## src/hdl/tmbe_pkg.sv

```systemverilog
`timescale 1ns / 1ps
// ----------------------------------------------------------------------------
// tmbe_pkg
// Shared types and constants for the thruster mixer with button edges.
// ----------------------------------------------------------------------------
package tmbe_pkg;

  // Field counts fixed by the payload layout
  localparam int MAX_CHANNELS = 4;
  localparam int MAX_MOTORS   = 8;

  // Counts actually mixed (1..MAX_CHANNELS, 1..MAX_MOTORS)
  localparam int NUM_CHANNELS = 4;
  localparam int NUM_MOTORS   = 8;

  localparam int CH_W    = 16;
  localparam int ROW_W   = 32;
  localparam int HALF_W  = ROW_W / 2;
  localparam int MAG_W   = 8;
  localparam int SPEED_W = 8;
  localparam int LEVEL_W = 8;
  localparam int BTN_W   = 3;

  // Worst case |sum| is NUM_CHANNELS * 2 * 255, plus a sign bit
  localparam int SUM_W = $clog2(NUM_CHANNELS * 2 * 255 + 1) + 1;

  localparam logic [CH_W-1:0]  CENTRE = 16'd256;
  localparam logic [MAG_W-1:0] SPAN   = 8'd255;
  // Stick value standing in for a channel when every channel reads zero
  localparam logic [CH_W-1:0]  IDLE_CH = 16'd255;

  // Button bit positions
  localparam int BTN_BRIGHTER = 0;
  localparam int BTN_REBOOT   = 1;
  localparam int BTN_DIMMER   = 2;

  // Configuration register map
  typedef enum logic [2:0] {
    CFG_CH0_ROWS    = 3'd0,
    CFG_CH1_ROWS    = 3'd1,
    CFG_CH2_ROWS    = 3'd2,
    CFG_CH3_ROWS    = 3'd3,
    CFG_DEADBAND    = 3'd4,
    CFG_BRIGHT_STEP = 3'd5,
    CFG_BRIGHT_MAX  = 3'd6
  } cfg_idx_e;

  localparam logic [MAX_CHANNELS-1:0][ROW_W-1:0] ROWS_RST = {
    32'd3211283, 32'd872422400, 32'd4456652, 32'd50331904
  };
  localparam logic [7:0] DEADBAND_RST    = 8'd20;
  localparam logic [7:0] BRIGHT_STEP_RST = 8'd16;
  localparam logic [7:0] BRIGHT_MAX_RST  = 8'd240;

  typedef struct packed {
    logic [CH_W-1:0]  channel_0;
    logic [CH_W-1:0]  channel_1;
    logic [CH_W-1:0]  channel_2;
    logic [CH_W-1:0]  channel_3;
    logic [BTN_W-1:0] button_bits;
    logic             buttons_present;
  } tmbe_in_t;

  typedef struct packed {
    logic [SPEED_W-1:0] speed_0;
    logic [SPEED_W-1:0] speed_1;
    logic [SPEED_W-1:0] speed_2;
    logic [SPEED_W-1:0] speed_3;
    logic [SPEED_W-1:0] speed_4;
    logic [SPEED_W-1:0] speed_5;
    logic [SPEED_W-1:0] speed_6;
    logic [SPEED_W-1:0] speed_7;
    logic [MAX_MOTORS-1:0] direction_mask;
    logic [LEVEL_W-1:0] brightness;
    logic               brightness_changed;
    logic               reboot_request;
  } tmbe_out_t;

  // Button unit result for one request
  typedef struct packed {
    logic [LEVEL_W-1:0] level;
    logic               changed;
    logic               reboot;
  } tmbe_btn_t;

endpackage

```

## src/hdl/tmbe_mixer.sv

```systemverilog
`timescale 1ns / 1ps
// ----------------------------------------------------------------------------
// tmbe_mixer
// Combinational stick-to-motor mix: clamp, row select, sum, deadband.
// ----------------------------------------------------------------------------
module tmbe_mixer (
  input  tmbe_pkg::tmbe_in_t                                              item_i,
  input  logic [tmbe_pkg::MAX_CHANNELS-1:0][tmbe_pkg::ROW_W-1:0]          rows_i,
  input  logic [tmbe_pkg::SPEED_W-1:0]                                    deadband_i,
  output logic [tmbe_pkg::MAX_MOTORS-1:0][tmbe_pkg::SPEED_W-1:0]          speed_o,
  output logic [tmbe_pkg::MAX_MOTORS-1:0]                                 dir_o
);
  import tmbe_pkg::*;

  logic [CH_W-1:0]  raw [MAX_CHANNELS];
  logic             all_zero;
  logic [MAG_W-1:0] mag [MAX_CHANNELS];
  logic             neg [MAX_CHANNELS];

  assign raw[0] = item_i.channel_0;
  assign raw[1] = item_i.channel_1;
  assign raw[2] = item_i.channel_2;
  assign raw[3] = item_i.channel_3;

  always_comb begin
    all_zero = 1'b1;
    for (int n = 0; n < NUM_CHANNELS; n++) begin
      if (raw[n] != '0) begin
        all_zero = 1'b0;
      end
    end
  end

  // Offset from centre, clamped to +/-SPAN, as sign and magnitude.
  // At centre the negative row is picked, but the magnitude is zero.
  always_comb begin
    logic [CH_W-1:0] val;
    for (int n = 0; n < MAX_CHANNELS; n++) begin
      val = all_zero ? IDLE_CH : raw[n];
      if (val >= CENTRE + CH_W'(SPAN)) begin
        mag[n] = SPAN;
        neg[n] = 1'b0;
      end else if (val > CENTRE) begin
        mag[n] = MAG_W'(val - CENTRE);
        neg[n] = 1'b0;
      end else if (val == '0) begin
        mag[n] = SPAN;
        neg[n] = 1'b1;
      end else begin
        mag[n] = MAG_W'(CENTRE - val);
        neg[n] = 1'b1;
      end
    end
  end

  always_comb begin
    logic [HALF_W-1:0]       half;
    logic signed [1:0]       coef;
    logic signed [MAG_W+2:0] term;
    logic signed [SUM_W-1:0] acc;
    logic [SUM_W-1:0]        abs_v;
    logic [SPEED_W-1:0]      spd;
    for (int k = 0; k < MAX_MOTORS; k++) begin
      acc = '0;
      for (int n = 0; n < NUM_CHANNELS; n++) begin
        half = neg[n] ? rows_i[n][ROW_W-1:HALF_W] : rows_i[n][HALF_W-1:0];
        coef = $signed(half[2*k +: 2]);
        term = (MAG_W+3)'(coef) * (MAG_W+3)'($signed({1'b0, mag[n]}));
        acc  = acc + SUM_W'(term);
      end
      abs_v = acc[SUM_W-1] ? SUM_W'(-acc) : SUM_W'(acc);
      spd   = (abs_v > SUM_W'(SPAN)) ? SPAN : abs_v[SPEED_W-1:0];
      if (spd < deadband_i) begin
        spd = '0;
      end
      if (k < NUM_MOTORS) begin
        speed_o[k] = spd;
        dir_o[k]   = !acc[SUM_W-1];
      end else begin
        speed_o[k] = '0;
        dir_o[k]   = 1'b0;
      end
    end
  end

endmodule

```

## src/hdl/tmbe_buttons.sv

```systemverilog
`timescale 1ns / 1ps
// ----------------------------------------------------------------------------
// tmbe_buttons
// Button edge detect, saturating brightness level and reboot pulse.
// ----------------------------------------------------------------------------
module tmbe_buttons (
  input  logic                           clk_i,
  input  logic                           rst_ni,
  input  logic                           en_i,
  input  logic [tmbe_pkg::BTN_W-1:0]     bits_i,
  input  logic                           present_i,
  input  logic [tmbe_pkg::LEVEL_W-1:0]   step_i,
  input  logic [tmbe_pkg::LEVEL_W-1:0]   max_i,
  output tmbe_pkg::tmbe_btn_t            btn_o
);
  import tmbe_pkg::*;

  logic [LEVEL_W-1:0] level_q, level_d;
  logic [BTN_W-1:0]   prev_q, prev_d;
  logic [BTN_W-1:0]   rise;
  logic [LEVEL_W-1:0] lvl_up;

  // level +/- step, then clip to max first, to zero second
  function automatic logic [LEVEL_W-1:0] step_level(
    input logic [LEVEL_W-1:0] level,
    input logic [LEVEL_W-1:0] step,
    input logic [LEVEL_W-1:0] lim,
    input logic               down
  );
    logic signed [LEVEL_W+1:0] v;
    logic [LEVEL_W-1:0]        r;
    v = down ? $signed({2'b00, level}) - $signed({2'b00, step})
             : $signed({2'b00, level}) + $signed({2'b00, step});
    if (v >= $signed({2'b00, lim})) begin
      r = lim;
    end else if (v <= 0) begin
      r = '0;
    end else begin
      r = v[LEVEL_W-1:0];
    end
    return r;
  endfunction

  assign rise   = present_i ? (bits_i & ~prev_q) : '0;
  assign lvl_up = rise[BTN_BRIGHTER] ? step_level(level_q, step_i, max_i, 1'b0) : level_q;

  always_comb begin
    level_d = rise[BTN_DIMMER] ? step_level(lvl_up, step_i, max_i, 1'b1) : lvl_up;
    prev_d  = present_i ? bits_i : prev_q;
    btn_o.level   = level_d;
    btn_o.changed = rise[BTN_BRIGHTER] | rise[BTN_DIMMER];
    btn_o.reboot  = rise[BTN_REBOOT];
  end

  always_ff @(posedge clk_i or negedge rst_ni) begin
    if (!rst_ni) begin
      level_q <= '0;
      prev_q  <= '0;
    end else if (en_i) begin
      level_q <= level_d;
      prev_q  <= prev_d;
    end
  end

endmodule

```

## src/hdl/thruster_mixer_with_button_edges.sv

```systemverilog
`timescale 1ns / 1ps
// ----------------------------------------------------------------------------
// thruster_mixer_with_button_edges
// Eight-motor thruster mixer with button edge handling and brightness level.
// ----------------------------------------------------------------------------
// Takes one request per clock and returns one result per request, in order.
// The request lands in an input register, and a single
// combinational pass (channel clamp, coefficient row pick, four-term motor
// sums, speed clamp and deadband, plus the brightness step) feeds the result
// register. Throughput is one request per cycle as long as the result side
// takes results; a stalled result register holds, and the input register
// still takes one more request behind it. Brightness and button history
// update when a request moves into the result register, so their order
// follows the request order. Configuration writes are accepted every cycle
// (cfg_ready_o is always high) and are meant to land only while no request
// is in flight; indexes past the last register are dropped.
// ----------------------------------------------------------------------------
module thruster_mixer_with_button_edges (
  input  logic                  clk_i,
  input  logic                  rst_ni,
  // request channel
  input  logic                  in_valid_i,
  output logic                  in_ready_o,
  input  tmbe_pkg::tmbe_in_t    in_data_i,
  // result channel
  output logic                  out_valid_o,
  input  logic                  out_ready_i,
  output tmbe_pkg::tmbe_out_t   out_data_o,
  // configuration write channel
  input  logic                  cfg_valid_i,
  output logic                  cfg_ready_o,
  input  logic [2:0]            cfg_index_i,
  input  logic [tmbe_pkg::ROW_W-1:0] cfg_data_i
);
  import tmbe_pkg::*;

  // Configuration registers
  logic [MAX_CHANNELS-1:0][ROW_W-1:0] rows_q;
  logic [SPEED_W-1:0]                 deadband_q;
  logic [LEVEL_W-1:0]                 step_q;
  logic [LEVEL_W-1:0]                 max_q;

  // Pipeline registers
  logic      in_valid_q;
  tmbe_in_t  in_q;
  logic      out_valid_q;
  tmbe_out_t out_q, out_d;
  logic      advance;

  logic [MAX_MOTORS-1:0][SPEED_W-1:0] speed;
  logic [MAX_MOTORS-1:0]              dir;
  tmbe_btn_t                          btn;

  assign cfg_ready_o = 1'b1;

  always_ff @(posedge clk_i or negedge rst_ni) begin
    if (!rst_ni) begin
      rows_q     <= ROWS_RST;
      deadband_q <= DEADBAND_RST;
      step_q     <= BRIGHT_STEP_RST;
      max_q      <= BRIGHT_MAX_RST;
    end else if (cfg_valid_i) begin
      case (cfg_index_i)
        CFG_CH0_ROWS:    rows_q[0]  <= cfg_data_i;
        CFG_CH1_ROWS:    rows_q[1]  <= cfg_data_i;
        CFG_CH2_ROWS:    rows_q[2]  <= cfg_data_i;
        CFG_CH3_ROWS:    rows_q[3]  <= cfg_data_i;
        CFG_DEADBAND:    deadband_q <= cfg_data_i[SPEED_W-1:0];
        CFG_BRIGHT_STEP: step_q     <= cfg_data_i[LEVEL_W-1:0];
        CFG_BRIGHT_MAX:  max_q      <= cfg_data_i[LEVEL_W-1:0];
        default: begin
        end
      endcase
    end
  end

  // Input stage moves on whenever the result register is free or draining
  assign advance    = in_valid_q && (!out_valid_q || out_ready_i);
  assign in_ready_o = !in_valid_q || advance;

  always_ff @(posedge clk_i or negedge rst_ni) begin
    if (!rst_ni) begin
      in_valid_q <= 1'b0;
    end else if (in_ready_o) begin
      in_valid_q <= in_valid_i;
    end
  end

  always_ff @(posedge clk_i) begin
    if (in_ready_o && in_valid_i) begin
      in_q <= in_data_i;
    end
  end

  tmbe_mixer u_mixer (
    .item_i     (in_q),
    .rows_i     (rows_q),
    .deadband_i (deadband_q),
    .speed_o    (speed),
    .dir_o      (dir)
  );

  // Level and button history commit only when the request moves on
  tmbe_buttons u_buttons (
    .clk_i     (clk_i),
    .rst_ni    (rst_ni),
    .en_i      (advance),
    .bits_i    (in_q.button_bits),
    .present_i (in_q.buttons_present),
    .step_i    (step_q),
    .max_i     (max_q),
    .btn_o     (btn)
  );

  always_comb begin
    out_d.speed_0            = speed[0];
    out_d.speed_1            = speed[1];
    out_d.speed_2            = speed[2];
    out_d.speed_3            = speed[3];
    out_d.speed_4            = speed[4];
    out_d.speed_5            = speed[5];
    out_d.speed_6            = speed[6];
    out_d.speed_7            = speed[7];
    out_d.direction_mask     = dir;
    out_d.brightness         = btn.level;
    out_d.brightness_changed = btn.changed;
    out_d.reboot_request     = btn.reboot;
  end

  always_ff @(posedge clk_i or negedge rst_ni) begin
    if (!rst_ni) begin
      out_valid_q <= 1'b0;
    end else if (advance) begin
      out_valid_q <= 1'b1;
    end else if (out_ready_i) begin
      out_valid_q <= 1'b0;
    end
  end

  always_ff @(posedge clk_i) begin
    if (advance) begin
      out_q <= out_d;
    end
  end

  assign out_valid_o = out_valid_q;
  assign out_data_o  = out_q;

  // A stepped level never lands above the limit
  a_level_within_max: assert property (@(posedge clk_i) disable iff (!rst_ni)
    out_valid_o && out_data_o.brightness_changed |-> out_data_o.brightness <= max_q)
    else $error("brightness above limit after a step");

  // A nonzero speed_0 has cleared the deadband
  a_speed_deadband: assert property (@(posedge clk_i) disable iff (!rst_ni)
    out_valid_o && out_data_o.speed_0 != '0 |-> out_data_o.speed_0 >= deadband_q)
    else $error("speed inside deadband");

  // Both stages full and stalled: no new request may enter
  a_full_backpressure: assert property (@(posedge clk_i) disable iff (!rst_ni)
    in_valid_q && out_valid_o && !out_ready_i |-> !in_ready_o)
    else $error("request accepted into full pipeline");

  // A result held under stall keeps its payload
  a_result_held: assert property (@(posedge clk_i) disable iff (!rst_ni)
    out_valid_o && !out_ready_i |=> out_valid_o && $stable(out_data_o))
    else $error("stalled result changed");

endmodule

```

## config.mk

```make
export PLATFORM = sky130hd
export DESIGN_NAME = thruster_mixer_with_button_edges
export DESIGN_NICKNAME = d
export VERILOG_FILES = /design/src/hdl/tmbe_pkg.sv /design/src/hdl/tmbe_mixer.sv /design/src/hdl/tmbe_buttons.sv /design/src/hdl/thruster_mixer_with_button_edges.sv
export SDC_FILE = /design/constraint.sdc
export NUM_CORES = 2
export LEC_CHECK = 0
export BUFFER_PORTS_ARGS = -buffer_cell sky130_fd_sc_hd__buf_2
export CORE_AREA = 2 2 270 272
export DETAILED_ROUTE_END_ITERATION = 6
export DIE_AREA = 0 0 272 274
export GPL_ROUTABILITY_DRIVEN = 0
export PLACE_DENSITY = 0.68
export REMOVE_ABC_BUFFERS = 1
export SLEW_MARGIN = 40
export SYNTH_ARGS = -nofsm -noshare
export SYNTH_HDL_FRONTEND = slang
export SYNTH_SLANG_ARGS = --single-unit
export TNS_END_PERCENT = 1
```

## constraint.sdc

```tcl
create_clock -name clk_i -period 11.6 [get_ports clk_i]
set_input_delay 2.32 -clock clk_i [delete_from_list [all_inputs] [get_ports clk_i]]
set_output_delay 2.32 -clock clk_i [all_outputs]
set_load 0.005 [all_outputs]
```

==> impl_metrics.toml <==
[critical_path]
required_ns = 11.93
crit_type = "register to register"
critPathLaunchType = "register"
critPathBufInv = 6
path_max_fanout = 12
endpoint_kind = "register"
cpPeakStageDelay_ns = 0.67
critPathArrivalTime_ns = 11.34
crit_top_cell = "fa_1"
crit_family = "compound AO/OA/AOI/OAI gates"
cp_slowest_cell = "a211oi_1"

[die]
num_rows = 99
initial_core_util_pct = 50.50
die_area_mm2 = 0.07453
die_y_um = 274
die_w_um = 272
num_io_pins = 193
core-area_mm2 = 0.07197

[detailed_routing]
vias = 28770
drtAntennaViolNets = 0
wl_um = 111200
dr.pass1.iters = 7
drc = 23
wl_per_cell_um = 22.04
via_per_inst = 5.703
dr.first_iter.drc_count = 2563

[synthesis]
ys_types = 107
synth_top_area_share_pct = 23.02
synth_warnings = 0
synth_area_per_cell_um2 = 9.559
syn_inst = 3802
synthArstFlopShare_pct = 52.38
yosysTopAreaCell = "fa_1"
synth_flop_cell = "edfxtp_1"
ys_seq_elements = 315
synth-edff-count = 150
netlist_area_mm2 = 0.03634
ys_seq_area_share_pct = 23.85
synth_area_leaders = "fa_1 (23%), edfxtp_1 (12%), ha_1 (10%)"

[sta]
slew_headroom_pct = 39.52
period_share_pct = 94.92
fmax_mhz = 90.82
rsz0062_at_grt = "no"
setup_tns_ns = 0
slew_viol_final = 0
worst_pin_slew_ns = 0.9073
skew_ns = 0.03805
finalSetupViolCount = 0
finalHoldViolCount = 0
fin_crit_ns = 11.01

[grt]
grt.total_usage_pct = 30.07
grt_overflow_total = 0
grt_pass1_wl_um = 168300
grt_pass1_vias = 28550
antenna_found_initial = 9
grt_max_degree = 100

[clock_tree]
cts_max_level = 2
cts_buffers = 39
clock_latency_ns = 0.62
cts.sinks = 315
cts_tree = "built"
postCtsSetupBuffers = 0
clockBufferDepth = 3
path_clk_slew_ns = 0.06
cts-root-buf = "clkbuf_16"

[place]
place.detailed.hpwl_um = 83680
io_buffers = 191

[finish]
layout-drive-gt1-share_pct = 16.39
final_common_cell = "inv_1"
final_cell_mix = "inv_1 (629), nor2_1 (544), fa_1 (418)"
area_delta_synth_final_pct = 11.37
nNetsFinal = 4879

[worst_hold_path]
hold_class = "register to register"

[run_status]
status = "finished with violations"
failed_checks = "design-rule violations"

[job]
drv_cap = 0
cells in the mapped netlist, types with 15 or more instances:
| cell type | n |
|---|---|
| a211oi_1 | 20 |
| a21o_1 | 36 |
| a21oi_1 | 165 |
| a31oi_1 | 20 |
| and2_1 | 31 |
| buf_2 | 24 |
| clkbuf_1 | 58 |
| dfrtp_1 | 137 |
| dfstp_2 | 28 |
| edfxtp_1 | 150 |
| fa_1 | 418 |
| ha_1 | 303 |
| inv_1 | 629 |
| mux2_2 | 161 |
| mux2i_1 | 61 |
| nand2_1 | 234 |
| nand2b_1 | 40 |
| nand3_1 | 26 |
| nor2_1 | 544 |
| nor2b_1 | 32 |
| nor3_1 | 41 |
| nor4_1 | 15 |
| o211ai_1 | 18 |
| o21a_1 | 34 |
| o21ai_0 | 98 |
| o31ai_1 | 15 |
| or2_2 | 28 |
| xnor2_1 | 111 |
| xor2_1 | 62 |
repair_timing:
action                                  in CTS  in global routing
resized for setup                            0                 14
endpoints found under the setup margin       0                 38
hold buffers                                 0                  0
flip-flops by register name, summed over array words and instances, names as in the netlist:
| signal | count |
|---|---|
| u_buttons.level_q | 8 |
| deadband_q | 8 |
| u_buttons.prev_q | 3 |
| in_q | 68 |
| max_q | 8 |
| rows_q | 128 |
| out_valid_o | 1 |
| in_valid_q | 1 |
| step_q | 8 |
| out_data_o | 82 |
metrics by stage:
step	std cells	setup WS [ns]	hold WS, ns	area [um^2]	util (%)
floorplan	3706	0.3037	0.4569	35910	-
global placement	4964	0.4969	0.4859	38920	54.09
detailed placement	4966	0.4842	0.4900	39010	54.21
CTS	5038	0.3892	0.5074	40340	56.05
global route	5041	0.01204	0.5219	40470	56.23
finish	5045	0.5888	0.5037	40480	56.24
routing by layer:
metal	vias to the layer above	track usage [%]	routed length (um)
li1	12990	-	-
met1	14120	40.10	45040
met2	1373	45.20	47290
met3	276	9.388	13160
met4	14	12.85	5596
met5	-	0.7702	122
final timing paths:
| kind | startpoint | endpoint | slack (ns) | cells after the start |
|---|---|---|---|---|
| max | in_q[39]$_DFFE_PP_ | out_data_o[72]$_SDFFCE_PN0P_ | 0.59 | 37 |
| min | rows_q[0]$_DFFE_PN0P_ | rows_q[0]$_DFFE_PN0P_ | 0.50 | 1 |
| max reg2reg | in_q[39]$_DFFE_PP_ | out_data_o[72]$_SDFFCE_PN0P_ | 0.59 | 37 |
| min reg2reg | rows_q[0]$_DFFE_PN0P_ | rows_q[0]$_DFFE_PN0P_ | 0.50 | 1 |
| max in group asynchronous | rst_ni | rows_q[29]$_DFFE_PN0P_ | 8.67 | 3 |
| min in group asynchronous | rst_ni | u_buttons.level_q[5]$_DFFE_PN0P_ | 1.59 | 1 |
cell type report:
type,count,area (um^2)
Tap cell,959,1200
Clock inverter,26,300.3
Inverter,632,2375
Multi-Input combinational cell,2759,25040
Fill cell,6335,31490
Timing Repair Buffer,303,1853
Clock buffer,46,1022
Sequential cell,315,8668
Antenna cell,5,12.51
cells by family (layout without fill, tap and decap cells):
| family | after synthesis | count (layout) | share of synthesized area [%] |
|---|---|---|---|
| AND/OR/NAND/NOR | 1107 | 1107 | 13.97 |
| buffers and inverters | 728 | 1007 | 7.729 |
| adder cells (fa/ha/maj) | 721 | 721 | 33.46 |
| AO/OA/AOI/OAI | 522 | 522 | 9.454 |
| flip-flops | 315 | 315 | 23.85 |
| multiplexers | 230 | 230 | 7.075 |
| XOR/XNOR | 178 | 178 | 4.458 |
| other | 1 | 6 | 0.01032 |
Power is not shown: default switching activity piles up to over one toggle a cycle in this logic, so the estimate is an artifact.
